==> src/hdl/cldo_pkg.sv <==
package cldo_pkg;

   localparam int NUM_LDOS         = 7;
   localparam int NUM_SENSORS      = 4;
   localparam int NUM_SUPPLY_TYPES = 8;
   localparam int COUNT_WIDTH      = 16;

   localparam int LDO_IDX_W = (NUM_LDOS > 1) ? $clog2(NUM_LDOS) : 1;

   // Route codes and LDO numbering.
   localparam logic [2:0] LDO_DVDD1  = 3'd0;
   localparam logic [2:0] LDO_DVDD2  = 3'd1;
   localparam logic [2:0] LDO_AVDD1  = 3'd2;
   localparam logic [2:0] LDO_AVDD2  = 3'd3;
   localparam logic [2:0] LDO_VDDAF  = 3'd4;
   localparam logic [2:0] LDO_VDDOIS = 3'd5;
   localparam logic [2:0] LDO_VDDIO  = 3'd6;
   localparam logic [2:0] NO_ROUTE   = 3'd7;

   localparam logic [2:0] SENSOR_MAIN  = 3'd0;
   localparam logic [2:0] SENSOR_FRONT = 3'd1;
   localparam logic [2:0] SENSOR_WIDE  = 3'd2;
   localparam logic [2:0] SENSOR_TELE  = 3'd3;

   localparam logic [2:0] SUPPLY_VANA = 3'd1;
   localparam logic [2:0] SUPPLY_VDIG = 3'd2;
   localparam logic [2:0] SUPPLY_VIO  = 3'd3;
   localparam logic [2:0] SUPPLY_VAF  = 3'd4;

   localparam logic CMD_ENABLE  = 1'b0;
   localparam logic CMD_DISABLE = 1'b1;

   localparam logic [1:0] CHIP_TYPE_0 = 2'd0;
   localparam logic [1:0] CHIP_TYPE_1 = 2'd1;
   localparam logic [1:0] CHIP_TYPE_2 = 2'd2;
   localparam logic [1:0] CHIP_TYPE_3 = 2'd3;

   localparam logic [1:0] REG_CHIP_TYPE   = 2'd0;
   localparam logic [1:0] REG_VOUT_BASE   = 2'd1;
   localparam logic [1:0] REG_ENABLE_ADDR = 2'd2;

   localparam int CSR_ADDR_W = 4;

   localparam logic [7:0] ENABLE_TYPE0_BIT = 8'h80;

   // Voltage limits in microvolts.
   localparam logic [22:0] VMIN_ALLOWED     = 23'd600000;
   localparam logic [22:0] FLOOR_T0_CORE    = 23'd496000;
   localparam logic [22:0] FLOOR_T0_ANALOG  = 23'd1504000;
   localparam logic [22:0] FLOOR_T1_CORE    = 23'd600000;
   localparam logic [22:0] FLOOR_T1_ANALOG  = 23'd1200000;
   localparam logic [22:0] FLOOR_T2_CORE    = 23'd800000;
   localparam logic [22:0] FLOOR_T2_ANALOG  = 23'd1500000;
   localparam logic [22:0] T2_ANALOG_BIAS   = 23'd4000;

   // Reciprocal constants for dividing a 23-bit microvolt value by a fixed step.
   localparam int RECIP_SHIFT = 37;
   localparam int RECIP_W     = 25;
   localparam int PROD_W      = 23 + RECIP_W;
   localparam int QUOT_W      = PROD_W - RECIP_SHIFT;
   localparam longint unsigned DIV_SCALE = 64'd1 << RECIP_SHIFT;
   localparam logic [RECIP_W-1:0] RECIP_6000  = RECIP_W'((DIV_SCALE + 64'd5999) / 64'd6000);
   localparam logic [RECIP_W-1:0] RECIP_8000  = RECIP_W'((DIV_SCALE + 64'd7999) / 64'd8000);
   localparam logic [RECIP_W-1:0] RECIP_10000 = RECIP_W'((DIV_SCALE + 64'd9999) / 64'd10000);

   // Offsets subtracted from the quotient to form the output code.
   localparam logic [7:0] SUB_T0_CORE   = 8'd62;
   localparam logic [7:0] SUB_T0_ANALOG = 8'd188;
   localparam logic [7:0] SUB_T1_CORE   = 8'd100;
   localparam logic [7:0] SUB_T1_ANALOG = 8'd120;
   localparam logic [7:0] SUB_T2_CORE   = 8'd1;
   localparam logic [7:0] SUB_T2_ANALOG = 8'd171;

   typedef enum logic [2:0] {
      ST_OK          = 3'd0,
      ST_BAD_PARAM   = 3'd1,
      ST_NO_ROUTE    = 3'd2,
      ST_UNDERFLOW   = 3'd3,
      ST_BELOW_FLOOR = 3'd4
   } status_type;

   typedef struct packed {
      logic        cmd;
      logic [2:0]  sensor_id;
      logic [2:0]  supply_type;
      logic [22:0] min_voltage_uv;
      logic [22:0] max_voltage_uv;
   } req_type;

   typedef struct packed {
      logic [1:0] chip_type;
      logic [7:0] vout_base_addr;
      logic [7:0] enable_reg_addr;
   } cfg_type;

   typedef struct packed {
      status_type  status;
      logic        write_valid;
      logic [7:0]  reg_addr;
      logic [7:0]  reg_data;
      logic [15:0] ref_count;
      logic        last;
   } result_type;

   typedef struct packed {
      result_type first;
      result_type second;
      logic       two;
   } pair_type;

   function automatic logic [2:0] route_lookup(input logic [2:0] sensor,
                                               input logic [2:0] supply);
      logic [2:0] ldo;
      ldo = NO_ROUTE;
      case (sensor)
         SENSOR_MAIN: begin
            case (supply)
               SUPPLY_VANA: ldo = LDO_AVDD1;
               SUPPLY_VDIG: ldo = LDO_DVDD2;
               SUPPLY_VIO:  ldo = LDO_VDDIO;
               SUPPLY_VAF:  ldo = LDO_VDDAF;
               default:     ldo = NO_ROUTE;
            endcase
         end
         SENSOR_FRONT: begin
            case (supply)
               SUPPLY_VANA: ldo = LDO_AVDD1;
               SUPPLY_VDIG: ldo = LDO_DVDD1;
               SUPPLY_VIO:  ldo = LDO_VDDIO;
               default:     ldo = NO_ROUTE;
            endcase
         end
         SENSOR_WIDE: begin
            case (supply)
               SUPPLY_VANA: ldo = LDO_AVDD2;
               SUPPLY_VDIG: ldo = LDO_DVDD1;
               SUPPLY_VIO:  ldo = LDO_VDDIO;
               default:     ldo = NO_ROUTE;
            endcase
         end
         SENSOR_TELE: begin
            case (supply)
               SUPPLY_VANA: ldo = LDO_VDDOIS;
               SUPPLY_VDIG: ldo = LDO_DVDD1;
               SUPPLY_VIO:  ldo = LDO_VDDIO;
               SUPPLY_VAF:  ldo = LDO_VDDAF;
               default:     ldo = NO_ROUTE;
            endcase
         end
         default: ldo = NO_ROUTE;
      endcase
      return ldo;
   endfunction

endpackage

==> src/hdl/cldo_req_if.sv <==
interface cldo_req_if;
   logic        valid;
   logic        ready;
   logic        cmd;
   logic [2:0]  sensor_id;
   logic [2:0]  supply_type;
   logic [22:0] min_voltage_uv;
   logic [22:0] max_voltage_uv;

   modport source (
      output valid, cmd, sensor_id, supply_type, min_voltage_uv, max_voltage_uv,
      input  ready
   );
   modport sink (
      input  valid, cmd, sensor_id, supply_type, min_voltage_uv, max_voltage_uv,
      output ready
   );
endinterface

==> src/hdl/cldo_rsp_if.sv <==
interface cldo_rsp_if;
   logic        valid;
   logic        ready;
   logic [2:0]  status;
   logic        write_valid;
   logic [7:0]  reg_addr;
   logic [7:0]  reg_data;
   logic [15:0] ref_count;
   logic        last;

   modport source (
      output valid, status, write_valid, reg_addr, reg_data, ref_count, last,
      input  ready
   );
   modport sink (
      input  valid, status, write_valid, reg_addr, reg_data, ref_count, last,
      output ready
   );
endinterface

==> src/hdl/cldo_engine.sv <==
module cldo_engine
   import cldo_pkg::*;
(
   input  logic     clock,
   input  logic     reset,
   input  logic     fire,
   input  req_type  item,
   input  cfg_type  cfg,
   output pair_type pair
);

   localparam logic [COUNT_WIDTH-1:0] COUNT_MAX = '1;

   logic [COUNT_WIDTH-1:0] counts_ff [NUM_LDOS];
   logic [7:0]             shadow_ff;
   logic [7:0]             shadow_in;
   logic                   count_we;
   logic [COUNT_WIDTH-1:0] count_in;

   logic                 bad;
   logic                 no_route;
   logic [2:0]           route;
   logic [LDO_IDX_W-1:0] ldo;
   logic [COUNT_WIDTH-1:0] cnt;
   logic [COUNT_WIDTH-1:0] cnt_inc;
   logic [COUNT_WIDTH-1:0] cnt_dec;
   logic [7:0]           ldo_bit;
   logic                 core;

   logic [22:0]          floor_uv;
   logic [RECIP_W-1:0]   recip;
   logic [7:0]           sub;
   logic                 use_bias;
   logic [22:0]          dividend;
   logic [PROD_W-1:0]    product;
   logic [QUOT_W-1:0]    quot;
   logic [7:0]           code;
   logic                 above_floor;

   assign route    = route_lookup(item.sensor_id, item.supply_type);
   assign no_route = {1'b0, route} >= 4'(NUM_LDOS);
   assign ldo      = route[LDO_IDX_W-1:0];
   assign cnt      = counts_ff[ldo];
   assign cnt_inc  = (cnt == COUNT_MAX) ? cnt : cnt + 1'b1;
   assign cnt_dec  = cnt - 1'b1;
   assign ldo_bit  = 8'd1 << route;
   assign core     = route < LDO_AVDD1;

   always_comb begin
      bad = ({1'b0, item.sensor_id} >= 4'(NUM_SENSORS))
         || ({1'b0, item.supply_type} >= 4'(NUM_SUPPLY_TYPES));
      if (item.cmd == CMD_ENABLE) begin
         bad = bad || (item.min_voltage_uv < VMIN_ALLOWED)
            || (item.max_voltage_uv < VMIN_ALLOWED)
            || (item.min_voltage_uv > item.max_voltage_uv);
      end
   end

   // Each chip formula reduces to floor(uv / step_in_uv) minus a constant (type 2 analog
   // first subtracts a bias from uv), so one reciprocal multiply covers every case.
   always_comb begin
      use_bias = 1'b0;
      case (cfg.chip_type)
         CHIP_TYPE_1: begin
            floor_uv = core ? FLOOR_T1_CORE : FLOOR_T1_ANALOG;
            recip    = core ? RECIP_6000 : RECIP_10000;
            sub      = core ? SUB_T1_CORE : SUB_T1_ANALOG;
         end
         CHIP_TYPE_2: begin
            floor_uv = core ? FLOOR_T2_CORE : FLOOR_T2_ANALOG;
            recip    = RECIP_8000;
            sub      = core ? SUB_T2_CORE : SUB_T2_ANALOG;
            use_bias = !core;
         end
         default: begin
            floor_uv = core ? FLOOR_T0_CORE : FLOOR_T0_ANALOG;
            recip    = RECIP_8000;
            sub      = core ? SUB_T0_CORE : SUB_T0_ANALOG;
         end
      endcase
   end

   assign above_floor = item.min_voltage_uv >= floor_uv;
   assign dividend    = use_bias ? item.min_voltage_uv - T2_ANALOG_BIAS
                                 : item.min_voltage_uv;
   assign product     = PROD_W'(dividend) * PROD_W'(recip);
   assign quot        = product[PROD_W-1:RECIP_SHIFT];
   assign code        = quot[7:0] - sub;

   always_comb begin
      pair      = '0;
      shadow_in = shadow_ff;
      count_we  = 1'b0;
      count_in  = cnt;
      pair.first.last = 1'b1;
      if (bad) begin
         pair.first.status = ST_BAD_PARAM;
      end else if (no_route) begin
         pair.first.status = ST_NO_ROUTE;
      end else if (item.cmd == CMD_ENABLE) begin
         count_we = 1'b1;
         count_in = cnt_inc;
         pair.first.ref_count = 16'(cnt_inc);
         if (cnt == '0) begin
            shadow_in = shadow_ff | ldo_bit;
            if (cfg.chip_type != CHIP_TYPE_1 && cfg.chip_type != CHIP_TYPE_2) begin
               shadow_in = shadow_in | ENABLE_TYPE0_BIT;
            end
            pair.second.status      = ST_OK;
            pair.second.write_valid = 1'b1;
            pair.second.reg_addr    = cfg.enable_reg_addr;
            pair.second.reg_data    = shadow_in;
            pair.second.ref_count   = 16'(cnt_inc);
            pair.second.last        = 1'b1;
            if (above_floor) begin
               pair.two               = 1'b1;
               pair.first.write_valid = 1'b1;
               pair.first.reg_addr    = cfg.vout_base_addr + 8'(route);
               pair.first.reg_data    = code;
               pair.first.last        = 1'b0;
            end else begin
               pair.first        = pair.second;
               pair.first.status = ST_BELOW_FLOOR;
            end
         end
      end else if (cnt == '0) begin
         pair.first.status = ST_UNDERFLOW;
      end else begin
         count_we = 1'b1;
         count_in = cnt_dec;
         pair.first.ref_count = 16'(cnt_dec);
         if (cnt_dec == '0) begin
            shadow_in = shadow_ff & ~ldo_bit;
            pair.first.write_valid = 1'b1;
            pair.first.reg_addr    = cfg.enable_reg_addr;
            pair.first.reg_data    = shadow_in;
         end
      end
   end

   always_ff @(posedge clock) begin
      if (reset) begin
         for (int i = 0; i < NUM_LDOS; i++) begin
            counts_ff[i] <= '0;
         end
         shadow_ff <= '0;
      end else if (fire) begin
         if (count_we) begin
            counts_ff[ldo] <= count_in;
         end
         shadow_ff <= shadow_in;
      end
   end

   // An LDO's enable bit is set exactly while its count is nonzero.
   for (genvar i = 0; i < NUM_LDOS && i < 7; i++) begin : g_shadow_chk
      a_shadow_tracks_count: assert property (@(posedge clock) disable iff (reset)
         shadow_ff[i] == (counts_ff[i] != '0))
         else $error("enable shadow bit out of step with reference count");
   end

endmodule

==> src/hdl/cldo_rsp_stage.sv <==
module cldo_rsp_stage
   import cldo_pkg::*;
(
   input  logic       clock,
   input  logic       reset,
   input  logic       load,
   input  pair_type   pair,
   output logic       room,
   cldo_rsp_if.source rsp
);

   pair_type   pair_ff;
   logic       pair_valid_ff;
   logic       idx_ff;
   logic       final_entry;
   logic       pop;
   result_type cur;

   assign final_entry = !pair_ff.two || idx_ff;
   assign pop         = pair_valid_ff && rsp.ready;
   assign room        = !pair_valid_ff || (pop && final_entry);
   assign cur         = idx_ff ? pair_ff.second : pair_ff.first;

   assign rsp.valid       = pair_valid_ff;
   assign rsp.status      = cur.status;
   assign rsp.write_valid = cur.write_valid;
   assign rsp.reg_addr    = cur.reg_addr;
   assign rsp.reg_data    = cur.reg_data;
   assign rsp.ref_count   = cur.ref_count;
   assign rsp.last        = cur.last;

   always_ff @(posedge clock) begin
      if (reset) begin
         pair_valid_ff <= 1'b0;
         idx_ff        <= 1'b0;
      end else if (load) begin
         pair_valid_ff <= 1'b1;
         idx_ff        <= 1'b0;
      end else if (pop && final_entry) begin
         pair_valid_ff <= 1'b0;
         idx_ff        <= 1'b0;
      end else if (pop) begin
         idx_ff <= 1'b1;
      end
   end

   always_ff @(posedge clock) begin
      if (load) begin
         pair_ff <= pair;
      end
   end

   a_second_only_in_pair: assert property (@(posedge clock) disable iff (reset)
      idx_ff |-> (pair_valid_ff && pair_ff.two))
      else $error("second entry selected without a two-result item");

   a_second_follows: assert property (@(posedge clock) disable iff (reset)
      (pop && !final_entry) |=> (rsp.valid && rsp.last))
      else $error("second result of a pair did not follow the first");

   a_no_overwrite: assert property (@(posedge clock) disable iff (reset)
      (pair_valid_ff && !rsp.ready) |-> !load)
      else $error("result register loaded while a result is stalled");

endmodule

==> src/hdl/camera_ldo_refcount_sequencer.sv <==
// Camera LDO reference-count sequencer. Requests are registered on acceptance
// and evaluated once the result register has room: the route lookup and the
// voltage code (one reciprocal multiply) are formed, the results are loaded into
// the result register and the count and enable-shadow updates are written. A
// request with one result can be accepted in every cycle while the result side
// is ready; a first enable with a voltage write holds the result register until
// both of its results are taken, since that register hands out one result per
// cycle while the result side is ready. Reset needs no clearing pass.
// Configuration registers lie at byte addresses 0 (chip_type), 4 (vout_base_addr)
// and 8 (enable_reg_addr).
module camera_ldo_refcount_sequencer
   import cldo_pkg::*;
(
   input  logic                  clock,
   input  logic                  reset,
   cldo_req_if.sink              req_chan,
   cldo_rsp_if.source            rsp_chan,
   input  logic                  csr_psel,
   input  logic                  csr_penable,
   input  logic                  csr_pwrite,
   input  logic [CSR_ADDR_W-1:0] csr_paddr,
   input  logic [31:0]           csr_pwdata,
   output logic [31:0]           csr_prdata,
   output logic                  csr_pready
);

   cfg_type  cfg_ff;
   req_type  item_ff;
   logic     item_valid_ff;
   logic     fire;
   logic     room;
   logic     csr_write;
   pair_type pair;

   assign csr_pready = 1'b1;
   assign csr_write  = csr_psel && csr_penable && csr_pwrite;

   always_ff @(posedge clock) begin
      if (reset) begin
         cfg_ff <= '0;
      end else if (csr_write) begin
         case (csr_paddr[CSR_ADDR_W-1:2])
            REG_CHIP_TYPE:   cfg_ff.chip_type       <= csr_pwdata[1:0];
            REG_VOUT_BASE:   cfg_ff.vout_base_addr  <= csr_pwdata[7:0];
            REG_ENABLE_ADDR: cfg_ff.enable_reg_addr <= csr_pwdata[7:0];
            default: ;
         endcase
      end
   end

   always_comb begin
      case (csr_paddr[CSR_ADDR_W-1:2])
         REG_CHIP_TYPE:   csr_prdata = 32'(cfg_ff.chip_type);
         REG_VOUT_BASE:   csr_prdata = 32'(cfg_ff.vout_base_addr);
         REG_ENABLE_ADDR: csr_prdata = 32'(cfg_ff.enable_reg_addr);
         default:         csr_prdata = '0;
      endcase
   end

   assign fire           = item_valid_ff && room;
   assign req_chan.ready = !item_valid_ff || fire;

   always_ff @(posedge clock) begin
      if (reset) begin
         item_valid_ff <= 1'b0;
      end else if (req_chan.ready) begin
         item_valid_ff <= req_chan.valid;
      end
   end

   always_ff @(posedge clock) begin
      if (req_chan.valid && req_chan.ready) begin
         item_ff.cmd            <= req_chan.cmd;
         item_ff.sensor_id      <= req_chan.sensor_id;
         item_ff.supply_type    <= req_chan.supply_type;
         item_ff.min_voltage_uv <= req_chan.min_voltage_uv;
         item_ff.max_voltage_uv <= req_chan.max_voltage_uv;
      end
   end

   cldo_engine u_engine (
      .clock (clock),
      .reset (reset),
      .fire  (fire),
      .item  (item_ff),
      .cfg   (cfg_ff),
      .pair  (pair)
   );

   cldo_rsp_stage u_rsp_stage (
      .clock (clock),
      .reset (reset),
      .load  (fire),
      .pair  (pair),
      .room  (room),
      .rsp   (rsp_chan)
   );

endmodule
==> src/flat_wrapper.sv <==
// flat-port wrapper written by rule: the top's interface ports become plain ports
module camera_ldo_refcount_sequencer_flat import cldo_pkg::*;
  (clock, reset, csr_psel, csr_penable, csr_pwrite, csr_paddr, csr_pwdata, csr_prdata, csr_pready, req_chan_valid, req_chan_cmd, req_chan_sensor_id, req_chan_supply_type, req_chan_min_voltage_uv, req_chan_max_voltage_uv, req_chan_ready, rsp_chan_valid, rsp_chan_status, rsp_chan_write_valid, rsp_chan_reg_addr, rsp_chan_reg_data, rsp_chan_ref_count, rsp_chan_last, rsp_chan_ready);
  cldo_req_if req_chan_i ();
  cldo_rsp_if rsp_chan_i ();
  input  logic clock;
  input  logic reset;
  input  logic csr_psel;
  input  logic csr_penable;
  input  logic csr_pwrite;
  input  logic [CSR_ADDR_W-1:0] csr_paddr;
  input  logic [31:0] csr_pwdata;
  output logic [31:0] csr_prdata;
  output logic csr_pready;
  input wire logic [$bits(req_chan_i.valid)-1:0] req_chan_valid;
  input wire logic [$bits(req_chan_i.cmd)-1:0] req_chan_cmd;
  input wire logic [$bits(req_chan_i.sensor_id)-1:0] req_chan_sensor_id;
  input wire logic [$bits(req_chan_i.supply_type)-1:0] req_chan_supply_type;
  input wire logic [$bits(req_chan_i.min_voltage_uv)-1:0] req_chan_min_voltage_uv;
  input wire logic [$bits(req_chan_i.max_voltage_uv)-1:0] req_chan_max_voltage_uv;
  output wire logic [$bits(req_chan_i.ready)-1:0] req_chan_ready;
  output wire logic [$bits(rsp_chan_i.valid)-1:0] rsp_chan_valid;
  output wire logic [$bits(rsp_chan_i.status)-1:0] rsp_chan_status;
  output wire logic [$bits(rsp_chan_i.write_valid)-1:0] rsp_chan_write_valid;
  output wire logic [$bits(rsp_chan_i.reg_addr)-1:0] rsp_chan_reg_addr;
  output wire logic [$bits(rsp_chan_i.reg_data)-1:0] rsp_chan_reg_data;
  output wire logic [$bits(rsp_chan_i.ref_count)-1:0] rsp_chan_ref_count;
  output wire logic [$bits(rsp_chan_i.last)-1:0] rsp_chan_last;
  input wire logic [$bits(rsp_chan_i.ready)-1:0] rsp_chan_ready;
  assign req_chan_i.valid = req_chan_valid;
  assign req_chan_i.cmd = req_chan_cmd;
  assign req_chan_i.sensor_id = req_chan_sensor_id;
  assign req_chan_i.supply_type = req_chan_supply_type;
  assign req_chan_i.min_voltage_uv = req_chan_min_voltage_uv;
  assign req_chan_i.max_voltage_uv = req_chan_max_voltage_uv;
  assign req_chan_ready = req_chan_i.ready;
  assign rsp_chan_valid = rsp_chan_i.valid;
  assign rsp_chan_status = rsp_chan_i.status;
  assign rsp_chan_write_valid = rsp_chan_i.write_valid;
  assign rsp_chan_reg_addr = rsp_chan_i.reg_addr;
  assign rsp_chan_reg_data = rsp_chan_i.reg_data;
  assign rsp_chan_ref_count = rsp_chan_i.ref_count;
  assign rsp_chan_last = rsp_chan_i.last;
  assign rsp_chan_i.ready = rsp_chan_ready;
  camera_ldo_refcount_sequencer u_core (.clock(clock), .reset(reset), .req_chan(req_chan_i), .rsp_chan(rsp_chan_i), .csr_psel(csr_psel), .csr_penable(csr_penable), .csr_pwrite(csr_pwrite), .csr_paddr(csr_paddr), .csr_pwdata(csr_pwdata), .csr_prdata(csr_prdata), .csr_pready(csr_pready));
endmodule
==> config.mk <==
export PLATFORM = sky130hd
export DESIGN_NAME = camera_ldo_refcount_sequencer_flat
export DESIGN_NICKNAME = d
export VERILOG_FILES = /design/src/hdl/cldo_pkg.sv /design/src/hdl/cldo_req_if.sv /design/src/hdl/cldo_rsp_if.sv /design/src/hdl/cldo_engine.sv /design/src/hdl/cldo_rsp_stage.sv /design/src/hdl/camera_ldo_refcount_sequencer.sv /design/src/flat_wrapper.sv
export SDC_FILE = /design/constraint.sdc
export NUM_CORES = 1
export LEC_CHECK = 0
export BUFFER_PORTS_ARGS = -buffer_cell sky130_fd_sc_hd__buf_2
export CORE_UTILIZATION = 51
export CTS_BUF_LIST = sky130_fd_sc_hd__clkbuf_4 sky130_fd_sc_hd__clkbuf_8
export DETAILED_ROUTE_END_ITERATION = 8
export PLACE_DENSITY_LB_ADDON = 0.12
export SYNTH_ARGS = -nofsm -noshare
export SYNTH_HDL_FRONTEND = slang
export SYNTH_SLANG_ARGS = --single-unit
==> constraint.sdc <==
create_clock -name clock -period 18.35 [get_ports clock]
set_clock_uncertainty 0.1 [all_clocks]
set_input_delay 3.67 -clock clock [delete_from_list [all_inputs] [get_ports clock]]
set_output_delay 3.67 -clock clock [all_outputs]
set_load 0.01 [all_outputs]
## Word level (Yosys, flattened, before mapping)

Memories as Yosys holds them, arrays and structs flattened.
Cells that the tools add are included.

- Reductions and logical operators: 33
- Eq/ne operators: 15
- Bitwise operators: 6
- Shifts and indexed selects: 1
- Add/sub/neg operators: 5
- Magnitude comparators: 7
- Multipliers: 1
- Multiplexer cells: 55

Operators with widths:

| operator | number |
|---|---|
| 2-to-1 mux 16 bit | 7 |
| 2-to-1 mux 75 bit | 1 |
| 2-to-1 mux 21 bit | 3 |
| 2-to-1 mux 8 bit | 7 |
| 2-to-1 mux 25 bit | 2 |
| less-than comparator 23 x 20 -> 1 bit, second input constant | 2 |
| multiplier 23 x 25 -> 45 bit | 1 |
| case mux 21 bit (2 select lines) | 1 |
| 2-to-1 mux 37 bit | 1 |
| 2-to-1 mux 36 bit | 1 |
| case mux 3 bit (4 select lines) | 3 |
| 2-to-1 mux 33 bit | 1 |
| zero test 16 bit | 2 |
| case mux 8 bit (3 select lines) | 1 |
| >= comparator 23 bit | 1 |
| greater-than comparator 23 bit | 1 |
| 2-to-1 mux 23 bit | 1 |
| subtractor 23 x 12 -> 23 bit, second input constant | 1 |
| case mux 3 bit (3 select lines) | 2 |
| 2-to-1 mux 1 bit | 17 |
| 2-to-1 mux 17 bit | 1 |
| adder 16 x 1 -> 16 bit, second input constant | 1 |
| equality test 16 bit, second input constant | 1 |
| case mux 8 bit (2 select lines) | 1 |
| other kinds (32) | 63 |

- Logic and storage cells: 150
- Memories: 1
- Output and inout port bits: 72
- Input bits: 96
- Memory bits (writable): 112
- Bits in registers: 157

Memory list:

| memory | words | bits a word | rd ports | clocked after Yosys merged registers in | write ports | line | text |
|---|---|---|---|---|---|---|---|
| u_core.u_engine.counts_ff | 7 | 16 | 1 | 0 | 7 | cldo_engine.sv:14 | `logic [COUNT_WIDTH-1:0] counts_ff [NUM_LDOS];` |

## Depth between registers and ports, before layout

Gate-level depths: netlist of the first run.
An unclocked memory read counts as a cell.

- Word-level depth: 15
- Mapped depth: 51
- Mapped depth without buffers: 50

## By module

A second synthesis of the first run with hierarchy kept.

- Cell total of the unflattened synthesis: 3048
- Area total of the unflattened synthesis: 30917.2 µm²

Modules (own cells, without submodules):

| module | cells an instance | times used | seq. area each (µm²) | area each (µm²) |
|---|---|---|---|---|
| cldo_engine | 2749 | 1 | 3843.7 | 25293.0 |
| cldo_rsp_stage | 126 | 1 | 2292.2 | 2881.5 |
| camera_ldo_refcount_sequencer | 173 | 1 | 1971.9 | 2742.6 |

## Worst setup path after synthesis of the first run

No wires, ideal clock.

- Kind: reg-to-reg
- Start point: register u_core.item_ff[46] (netlist bit)
- End point: register u_core.u_rsp_stage.pair_ff[62] (netlist bit), data pin
- Cell stages (with the launch flop): 48
- Setup slack: 7.114 ns
- Data arrival time: 10.989 ns
- Setup time: 0.147 ns
- Period minus slack after synthesis: 11.236 ns
- Path through: edfxtp_1 > buf_2 > or4b_1 > clkbuf_1 > o311ai_0 > nand2b_1 > nor4_1 > xor2_1 > inv_1 > nor2_1 > inv_1 > nor2_1 > inv_1 > fa_1 > inv_1 > fa_1 > fa_1 > fa_1 > (+12 left out) > o41ai_1 > o21ai_0 > a21oi_1 > xor2_1 > inv_1 > ha_1 > nor2b_1 > o21ai_0 > nand2_1 > nand2_1 > nand2b_1 > a21o_1 > a21o_1 > a21oi_1 > xnor2_1 > xnor3_1 > a2111o_1 > a21oi_1

- Longest elaborated chain between the ends: 12

Ends and longest elaborated chain:

| item | line | text |
|---|---|---|
| from (decl) | camera_ldo_refcount_sequencer.sv:28 | `req_type item_ff;` |
| equality test 3 bit (tied with other cells) | cldo_pkg.sv:117, cldo_pkg.sv:142 |  |
| case mux 3 bit (4 select lines) (tied with other cells) | cldo_pkg.sv:142 | `case (supply)` |
| case mux 3 bit (4 select lines) (*) | cldo_pkg.sv:115 | `case (sensor)` |
| less-than comparator 3 x 2 -> 1 bit | cldo_engine.sv:47 | `assign core = route < LDO_AVDD1;` |
| zero test 1 bit | cldo_engine.sv:73 | `use_bias = !core;` |
| 2-to-1 mux 1 bit | cldo_engine.sv:63 | `case (cfg.chip_type)` |
| 2-to-1 mux 23 bit | cldo_engine.sv:84 | `assign dividend = use_bias ? item.min_voltage_uv - T2_ANALOG_BIAS` |
| multiplier 23 x 25 -> 45 bit | cldo_engine.sv:86 | `assign product = PROD_W'(dividend) * PROD_W'(recip);` |
| subtractor 8 bit | cldo_engine.sv:88 | `assign code = quot[7:0] - sub;` |
| 2-to-1 mux 16 bit | cldo_engine.sv:115 | `if (above_floor) begin` |
| 2-to-1 mux 75 bit | cldo_engine.sv:104 | `if (cnt == '0) begin` |
| 2-to-1 mux 36 bit | cldo_engine.sv:100 | `end else if (item.cmd == CMD_ENABLE) begin` |
| to (signal assigned) | cldo_rsp_stage.sv:49 | `pair_ff <= pair;` |
| to (decl) | cldo_rsp_stage.sv:12 | `pair_type pair_ff;` |

Mark *: on every way between the ends. The rest lies on a longest branch, timed or not.
A chain may end at the register's enable or synchronous reset.

## Final worst setup path of the first run

- Start point: register u_core.item_ff[47] (netlist bit)
- End point: register u_core.u_rsp_stage.pair_ff[62] (netlist bit), data pin

Same word-level chain as after synthesis.

==> results.md, run 1 <==
- Status: completed
- Die W: 245 um
- Power density over the cells: around 110 mW/mm^2
- Slew Limit Fails: 0
- Crit start category: flop
- Post-cts hold buffer count: 0
- Filler instances: about 5200
- Num CTS Buffers: between 40 and 50
- CP Buf/Inv Count: 8
- Smallest setup slack after layout: 4660 ps
- Worst Setup EP: u_core.u_rsp_stage.pair_ff[62]
- H-tree levels: 2
- Max stage delay on crit path: 640 ps
- CTS root buf: clkbuf_8
- Via density: 5.55
- Initial antenna violation count: 3
- Worst R2R Path Depth: 46
- Pwr Total: 3.63 mW
- Sequential share of the synthesized area: 0.265
- Drt total wl: between 80000 and 90000 um
- Reg-to-reg setup timing slack: 4660 ps
- Largest net degree at the start of global routing: 74
- Most common cell after layout, fill and taps aside: inv_1
- Site Rows: 88
- Synthesized instance count: about 3000
- Final setup violation count: 0
- Async SR Flop Fraction: 0
- Slew HR: 0.273
- Die Ht: 245 um
- Layout cells sized above 1: 0.101
- Pre-CTS WS: about 4800 ps
- Met1 Use GR: 0.376
- Worst-path clk slew: approximately 70 ps
- Critical path origin: u_core.item_ff[47]
- Average cell area after synthesis: around 10 um^2
- GP Congestion: 0.951
- Post-DRT Antenna Nets: 0
- Initial Util: 0.519
- WP data arrival: 13990 ps
- Total global routing overflow: 0
- RSZ-0062 raised after global routing: false
- Final hold violations: 0
- CP top delay family: adder cells
- Leakage Power: 15.9 nW
- Vias in the first global route: roughly 23000
- Netlist Area Pre-Place: 0.0301 mm^2
- Most Crowded Layer GR: met2
- DRT Pass-1 Iters: 6
- Fin crit period: about 14000 ps
- Worst min path class: reg2reg
- Max Cap Viol: 0
- Global-route usage over all layers: 0.299
- First-pass GRT wire length: 135000 um
- TritonCTS clock tree: done
- Setup TNS: 0 ps
- Worst path required time: 18660 ps
- Synth warn: 0
- Clock Path Buffers: 3
- Input/output buffers: 116
- Die area: 0.0600 mm^2
- CP max FO: 25
- Worst path depth: 46
- Met2 usage: 0.521
- Fmax: 73.1 MHz
- I/O pins: 168
- RR Startpoint: u_core.item_ff[47]
- Post-CTS Setup Bufs: 0
- Area Growth Syn to Fin: 7.91%
- CTS sink count: 281
- Top_reg_cell synth: edfxtp_1
- CTS resizes: 0
- Clock latency on the worst-skew pair: 600 ps
- Post-route cell area: 0.0325 mm^2
- Core ar.: 0.0580 mm^2
- Slowest CP cell: or4b_2
- Worst r2r dst: u_core.u_rsp_stage.pair_ff[62]
- Detailed-route via count: 21922
- Biggest area consumer among synthesized cells: fa_1
- Yosys cell types: 108
- Setup CP Type: reg2reg
- Top-area cell type share of the netlist area: 0.264
- Largest cells by area after synthesis: fa_1, edfxtp_1, ha_1
- Hpwl dp: ~70000 um
- Layout Nets: between 3000 and 4000
- Final period util: 0.746
- DR iter-0 viols: 1543
- Leading cell types in the layout, fill and taps excluded: inv_1, fa_1, ha_1, nor2_1, edfxtp_1
- Number of flops mapped to enable cells by yosys: 236
- CP Capture Type: flop
- DR DRC count: 0
- Worst-margin pin slew: 1090 ps
- Met3 Use GR: 0.0373
- Seq cells post-synth: 281
- Post-DP Area: 0.0316 mm^2
- Max VDD drop: 0.289 mV
- Average wire per standard cell: roughly 22 um
metrics by stage:
stage | std cells | hold slack (ps) | util
floorplan | 3065 | 326 | -
global placement | 3863 | 339 | 0.544
detailed placement | 3863 | 351 | 0.544
CTS | 3945 | 362 | 0.560
global route | 3947 | 387 | 0.560
finish | 3947 | 361 | 0.560
synth_stat cells (all sizes together) (7+ instances only):
cell type,n
inv,724
fa,398
ha,289
nor2,284
edfxtp,236
nand2,147
o21ai,88
a21oi,83
buf,62
nand3,60
clkbuf,58
dfxtp,45
mux2i,39
mux2,37
a21o,32
and2,32
nand4,30
xnor2,30
nor3,28
nor2b,26
xor2,24
o31ai,22
a22o,20
a211oi,19
or3,16
nand2b,15
o21a,11
nor4,10
o22ai,10
or2,10
o211ai,9
a221o,7
a31oi,7
or4,7
final cells by class:
type                            count  area (um^2)  area share
Timing Repair Buffer              153          858      0.0264
Clock buffer                       63          761      0.0234
Inverter                          726         2730      0.0839
Tap cell                          765          957      0.0294
Clock inverter                     19          170     0.00523
Antenna cell                        2         5.00    0.000154
Sequential cell                   281         7990       0.246
Multi-Input combinational cell   1938        19000       0.586
flip-flops by register name, summed over array words and instances (netlist names), named ones only:
name and flops:
u_core.u_engine.counts_ff 128, u_core.u_rsp_stage.pair_ff 71, u_core.item_ff 53, u_core.cfg_ff 18, u_core.item_valid_ff 1, u_core.u_engine.shadow_ff 1
u_core.u_rsp_stage.idx_ff 1, u_core.u_rsp_stage.rsp.valid 1
how the worst min path moves through the flow:
stage / from / to / cells past startpoint
floorplan: u_core.u_engine.counts_ff[6][9] / u_core.u_engine.counts_ff[6][9] / 2
global placement: u_core.u_engine.counts_ff[6][9] / u_core.u_engine.counts_ff[6][9] / 2
detailed placement: u_core.u_engine.counts_ff[6][0] / u_core.u_engine.counts_ff[6][0] / 2
CTS: u_core.u_engine.counts_ff[6][9] / u_core.u_engine.counts_ff[6][9] / 2
global route: u_core.u_engine.counts_ff[6][0] / u_core.u_engine.counts_ff[6][0] / 2
finish: u_core.u_engine.counts_ff[6][9] / u_core.u_engine.counts_ff[6][9] / 2
routing by layer:
layer,up-vias,share of wire
met5,-,0
met4,0,0.042
met3,174,0.062
met2,762,0.50
met1,11063,0.40
li1,9923,-
power by group:
| group | switching [mW] | total [mW] | internal, mW |
|---|---|---|---|
| sequential | 0.0172 | 0.735 | 0.718 |
| combinational | 1.37 | 2.33 | 0.958 |
| clock | 0.257 | 0.569 | 0.312 |
| total | 1.64 | 3.63 | 1.99 |
kinds of logic (layout without fill, tap and decap cells):
kind of cell	after synthesis	in the layout	share of synthesized area
buffers and inverters	846	961	0.111
and+or+nand+nor	688	688	0.107
adders and majority gates	687	687	0.385
AOI/OAI and AO/OA	378	378	0.0889
DFF	281	281	0.265
muxes	76	76	0.0268
xor gates and xnor gates	55	55	0.0164
other	2	56	0.000249
worst reg2reg max path: cells and delay by family, from the launching register on:
family | cells | cell delay, ps
compound gates | 14 | 3360
flops | 1 | 630
simple gates | 11 | 2760
buf+inv | 8 | 1140
xor+xnor | 4 | 1470
fa+ha+maj | 9 | 4040
No activity file was read; power rests on OpenSTA's default activity.
==> inputs of run 2 (changes only) <==
==> constraint.sdc (replaced) <==
create_clock -name clock -period 12.9 [get_ports clock]
set_clock_uncertainty 0.1 [all_clocks]
set_input_delay 2.58 -clock clock [delete_from_list [all_inputs] [get_ports clock]]
set_output_delay 2.58 -clock clock [all_outputs]
set_load 0.01 [all_outputs]
==> results.md, run 2 (synthesis results as in run 1) <==
- Footprint of the multi-input gates: 0.0191 mm^2
- Sw Share: 0.454
- H-tree levels: 2
- Setup CP Type: reg2reg
- DRT Pass-1 Iters: 5
- Total global routing overflow: 0
- Filler instances: roughly 5200
- Vias in the first global route: about 23000
- Via density: 5.48
- Pre-CTS WS: 445 ps
- Max VDD drop: 0.378 mV
- Reg-to-reg setup timing slack: around 760 ps
- Largest net degree at the start of global routing: 74
- Die Ht: 245 um
- Clock Path Buffers: 3
- GP Congestion: 0.953
- Leakage Power: between 15 and 20 nW
- CP Buf/Inv Count: 7
- I/O pins: about 170
- Smallest setup slack after layout: 762 ps
- Most common cell after layout, fill and taps aside: inv_1
- Hold Path Depth: 2
- Die area: 0.0600 mm^2
- Fin cells: 3995
- Hold Path End: u_core.u_engine.counts_ff[6][0]
- Worst path required time: 13230 ps
- Pint: 2.81 mW
- Average wire per standard cell: between 20 and 25 um
- Post-DRT Antenna Nets: 0
- TritonCTS clock tree: done
- Fin crit period: 12140 ps
- Die W: 245 um
- WP data arrival: 12470 ps
- First-pass GRT wire length: 136000 um
- Input/output buffers: roughly 120
- Leading cell types in the layout, fill and taps excluded: inv_1, fa_1, ha_1, nor2_1, edfxtp_1
- Worst-path clk slew: 70 ps
- Post-Place Cells: 3903
- Hpwl dp: 70500 um
- Layout cells sized above 1: 0.118
- CTS sink count: 281
- Drt total wl: 87700 um
- Worst min path class: reg2reg
- HP Start: u_core.u_engine.counts_ff[6][0]
- CTS root buf: clkbuf_8
- Worst R2R Path Depth: between 40 and 50
- Global-route usage over all layers: 0.301
- Slew HR: 0.265
- Crit start category: flop
- Final period util: 0.941
- Power density over the cells: 157 mW/mm^2
- Num CTS Buffers: 46
- Slew Limit Fails: 0
- Clock latency on the worst-skew pair: 650 ps
- Max Cap Viol: 0
- DR DRC count: 0
- CP top delay family: adder cells
- CP Capture Type: flop
- Detailed-route via count: 21899
- Layout Nets: ~4000
- Fmax: 82.4 MHz
- Site Rows: 88
- Final hold violations: 0
- Status: completed
- RR Startpoint: u_core.item_ff[39]
- Sequential fraction of design power: 0.203
- Core ar.: 0.0580 mm^2
- Max stage delay on crit path: around 640 ps
- Final setup violation count: 0
- Worst r2r dst: u_core.u_rsp_stage.pair_ff[62]
- Most flops, register: u_core.u_engine.counts_ff
- Worst-margin pin slew: 1090 ps
- CP max FO: 5
- Initial antenna violation count: 3
- Area Growth Syn to Fin: 9.08%
- Storage cell area: 0.00799 mm^2
- Psw: 2.34 mW
- Slowest CP cell: or4_1
- Max reg flops: about 130
- Clock power share: 0.153
- Initial Util: 0.519
- Post-cts hold buffer count: 0
- DR iter-0 viols: ~1600
- Biggest regs: u_core.u_engine.counts_ff x128, u_core.u_rsp_stage.pair_ff x71, u_core.item_ff x53
- Most frequent cell on the critical path: fa_1
- Combinational Power Share: 0.644
- Final Util: 0.566
[run 2: changes by cell type in the layout (fill, tap and decap cells not counted), moves of 2 or more]
cell	delta
clkinv_1	-4
bufinv_16	-3
inv_8	+2
xor2_1	-2
clkbuf_8	+3
buf_4	+44
clkinv_2	+6
inv_1	-2
inv_2	+2
xor2_2	+2
[run 2: how the worst max path moves through the flow]
stage / slack, ps / startpoint / endpoint / cells past startpoint
floorplan: 1660 / u_core.item_ff[46] / u_core.u_rsp_stage.pair_ff[62] / 47
global placement: 520 / u_core.item_ff[28] / u_core.u_rsp_stage.pair_ff[62] / 45
detailed placement: 450 / u_core.item_ff[28] / u_core.u_rsp_stage.pair_ff[62] / 45
CTS: 400 / u_core.item_ff[28] / u_core.u_rsp_stage.pair_ff[62] / 45
global route: -20 / u_core.item_ff[39] / u_core.u_rsp_stage.pair_ff[62] / 46
finish: 760 / u_core.item_ff[39] / u_core.u_rsp_stage.pair_ff[62] / 44
[run 2: stage by stage]
stage	hold WS (ps)	power, mW	setup TNS (ps)	instance area (um^2)
6_report	360	5.15	0	32900
3_5_place_dp	349	4.38	0	31900
5_1_grt	385	5.72	-16.8	32900
2_1_floorplan	326	3.46	0	30300
4_1_cts	361	5.20	0	32800
3_3_place_gp	339	4.30	0	31900
[run 2: metal layers]
metal,track usage,routed length (um)
met5,0,0
met4,0.115,3460
met3,0.0383,5430
met2,0.523,43600
met1,0.381,35200
[run 2: area by class of cell]
class | instances | share of cell area
diodes | 3 | 0.000228
clock buffers | 65 | 0.0242
clock inverters | 20 | 0.00358
inverters | 726 | 0.0830
multi-input cells | 1938 | 0.581
flip-flops and latches | 281 | 0.243
well taps | 765 | 0.0291
repair buffers | 197 | 0.0362
[run 2: worst reg2reg max path, delay by kind of cell (launching register included)]
family	cells	cell delay (ps)
compound gates	13	2680
xor+xnor	4	930
fa+ha+maj	9	4300
buf+inv	7	750
flops	1	470
simple gates	11	2730
[run 2: what timing repair did]
item                                    CTS  global route
gates resized for setup                   0            11
setup buffers                             0             4
endpoints found under the setup margin    0             1
[run 2: power by group through the flow]
stage,registers [mW],clock network (mW),logic [mW]
after floorplan,1.05,0,2.40
after global placement,1.06,0,3.24
after detailed placement,1.06,0,3.32
after CTS,1.04,0.799,3.36
after global routing,1.05,0.833,3.84
final,1.04,0.788,3.32
==> inputs of run 3 (changes only) <==
--- a/config.mk
+++ b/config.mk
@@ -5,6 +5,7 @@
 export SDC_FILE = /design/constraint.sdc
 export NUM_CORES = 1
 export LEC_CHECK = 0
+export ABC_AREA = 1
 export BUFFER_PORTS_ARGS = -buffer_cell sky130_fd_sc_hd__buf_2
 export CORE_UTILIZATION = 51
 export CTS_BUF_LIST = sky130_fd_sc_hd__clkbuf_4 sky130_fd_sc_hd__clkbuf_8
@@ -13,3 +14,4 @@
 export SYNTH_ARGS = -nofsm -noshare
 export SYNTH_HDL_FRONTEND = slang
 export SYNTH_SLANG_ARGS = --single-unit
+export TNS_END_PERCENT = 50
==> results.md, run 3 <==
- Num CTS Buffers: 50
- Final setup violation count: 0
- CP top delay family: adder cells
- Largest cells by area after synthesis: fa_1, edfxtp_1, ha_1
- Setup TNS: 0 ps
- Post-DRT Antenna Nets: 0
- I/O pins: ~170
- Number of flops mapped to enable cells by yosys: around 240
- Average cell area after synthesis: approximately 8.6 um^2
- Fin cells: 4565
- Worst min path class: reg2reg
- Leakage Power: 16.9 nW
- Leading cell types in the layout, fill and taps excluded: inv_1, nand2_1, fa_1, nor2_1, ha_1
- Top_reg_cell synth: edfxtp_1
- Most flops, register: u_core.u_engine.counts_ff
- Largest net degree at the start of global routing: 75
- Input/output buffers: 116
- Post-DP Area: between 0.03 and 0.04 mm^2
- Core ar.: 0.0594 mm^2
- Max Cap Viol: 0
- Setup CP Type: reg2reg
- Post-route cell area: 0.0334 mm^2
- Total global routing overflow: 0
- Power density over the cells: 220 mW/mm^2
- Slew Limit Fails: 0
- CTS root buf: clkbuf_8
- Clock Path Buffers: 3
- Ant. Diodes: 0
- Top-area cell type share of the netlist area: 0.258
- Worst-margin pin slew: 1190 ps
- Crit start category: flop
- CP Capture Type: flop
- First-pass GRT wire length: about 140000 um
- Slowest CP cell: xor2_1
- DR DRC count: 0
- Die W: 248 um
- Post-CTS Setup Bufs: 0
- RSZ-0062 raised after global routing: false
- Die Ht: 248 um
- Worst-path clk slew: 60 ps
- Yosys cell types: 58
- Layout cells sized above 1: 0.0759
- Seq cells post-synth: 281
- Post-synth top cells: inv_1, nand2_1, fa_1
- Layout Nets: 4537
- DR iter-0 viols: 1919
- Biggest area consumer among synthesized cells: fa_1
- Hpwl dp: 69700 um
- Drt total wl: 86900 um
- Clock latency on the worst-skew pair: 620 ps
- WP data arrival: approximately 11000 ps
- Initial Util: 0.520
- Max reg flops: 128
- Vias in the first global route: 23642
- CTS resizes: 0
- Async SR Flop Fraction: 0
- Most common cell in the netlist: inv_1
- CP max FO: 11
- H-tree levels: 2
- Status: completed
- DRT Pass-1 Iters: 6
- TritonCTS clock tree: done
- Detailed-route via count: 23661
- Max stage delay on crit path: 730 ps
- Sequential share of the synthesized area: 0.259
- Die area: roughly 0.06 mm^2
- CP Buf/Inv Count: 8
- Site Rows: 89
- Post-cts hold buffer count: 0
- Synthesized instance count: 3600
- Area Growth Syn to Fin: 8.13%
- Fin crit period: about 11000 ps
- Slew HR: 0.200
- Post-Place Cells: 4475
- Biggest regs: u_core.u_engine.counts_ff x128, u_core.u_rsp_stage.pair_ff x71, u_core.item_ff x53
- Final hold violations: 0
- Worst path required time: 13140 ps
- Initial antenna violation count: 1
- Reg-to-reg setup timing slack: 1660 ps
- Netlist Area Pre-Place: between 0.03 and 0.04 mm^2
- Average wire per standard cell: 19.0 um
- Final period util: 0.872
- Synth warn: 0
- Most common cell after layout, fill and taps aside: inv_1
- Via density: 5.18
- Global-route usage over all layers: 0.293
- Fmax: ~89 MHz
- GP Congestion: 0.962
- CTS sink count: 281
- Max VDD drop: 0.255 mV
-- run 3: cell count changes after synthesis, moves of 26 or more --
cell     before  now
a21o_1       32    4
and2_1       31    1
inv_1       717  855
mux2_2       37    0
mux2i_1      39    0
nand2_1     146  710
nand3_1      60  138
nor2_1      282  386
nor2b_1      26    0
-- run 3: where the power goes --
group | total [mW] | switching [mW] | internal, mW
combinational | 5.44 | 3.41 | 2.03
sequential | 1.05 | 0.0206 | 1.03
clock | 0.841 | 0.371 | 0.470
-- run 3: final cells by class --
cell class	instances	area [um^2]
clock buffer	71	858
fill	5570	26000
multi-input combinational	2400	19300
clock inverter	19	148
inverter	868	3260
timing repair buffer	153	858
sequential	281	7990
tap	773	967
-- run 3: through the flow --
step | setup WS (ps) | power (mW) | hold WS (ps) | utilization
2_1_floorplan | 3150 | 4.87 | 345 | -
3_3_place_gp | 1940 | 6.37 | 362 | 0.545
3_5_place_dp | 1880 | 6.43 | 370 | 0.545
4_1_cts | 1790 | 7.32 | 379 | 0.562
5_1_grt | 1100 | 8.17 | 400 | 0.562
6_report | 1660 | 7.33 | 379 | 0.562
-- run 3: cell families after synthesis --
kind of cell | count (synthesis) | share of synthesized area
AOI/OAI and AO/OA | 287 | 0.0528
xor gates and xnor gates | 48 | 0.0136
adders and majority gates | 687 | 0.376
buffers and inverters | 971 | 0.123
DFF | 281 | 0.259
other | 2 | 0.000243
and+or+nand+nor | 1324 | 0.176
-- run 3: worst min-delay path, cell delays in order, from the launching register on --
cell and delay [ps]:
dfxtp_1 310, nand3_1 70, o21ai_1 60
-- run 3: path summary, 6_finish.rpt --
kind | cells after the start | start | endpoint
setup / recovery | 47 | u_core.item_ff[51] | u_core.u_rsp_stage.pair_ff[62]
setup reg to reg | 47 | u_core.item_ff[51] | u_core.u_rsp_stage.pair_ff[62]
hold reg to reg | 2 | u_core.u_engine.counts_ff[6][4] | u_core.u_engine.counts_ff[6][4]
hold / removal | 2 | u_core.u_engine.counts_ff[6][4] | u_core.u_engine.counts_ff[6][4]
-- run 3: per-layer routing --
metal | part of all wire | vias up | GRT usage
li1 | - | 11270 | -
met1 | 0.46 | 11419 | 0.439
met2 | 0.43 | 887 | 0.436
met3 | 0.094 | 83 | 0.0669
met4 | 0.014 | 2 | 0.0534
met5 | 0.00014 | - | 0
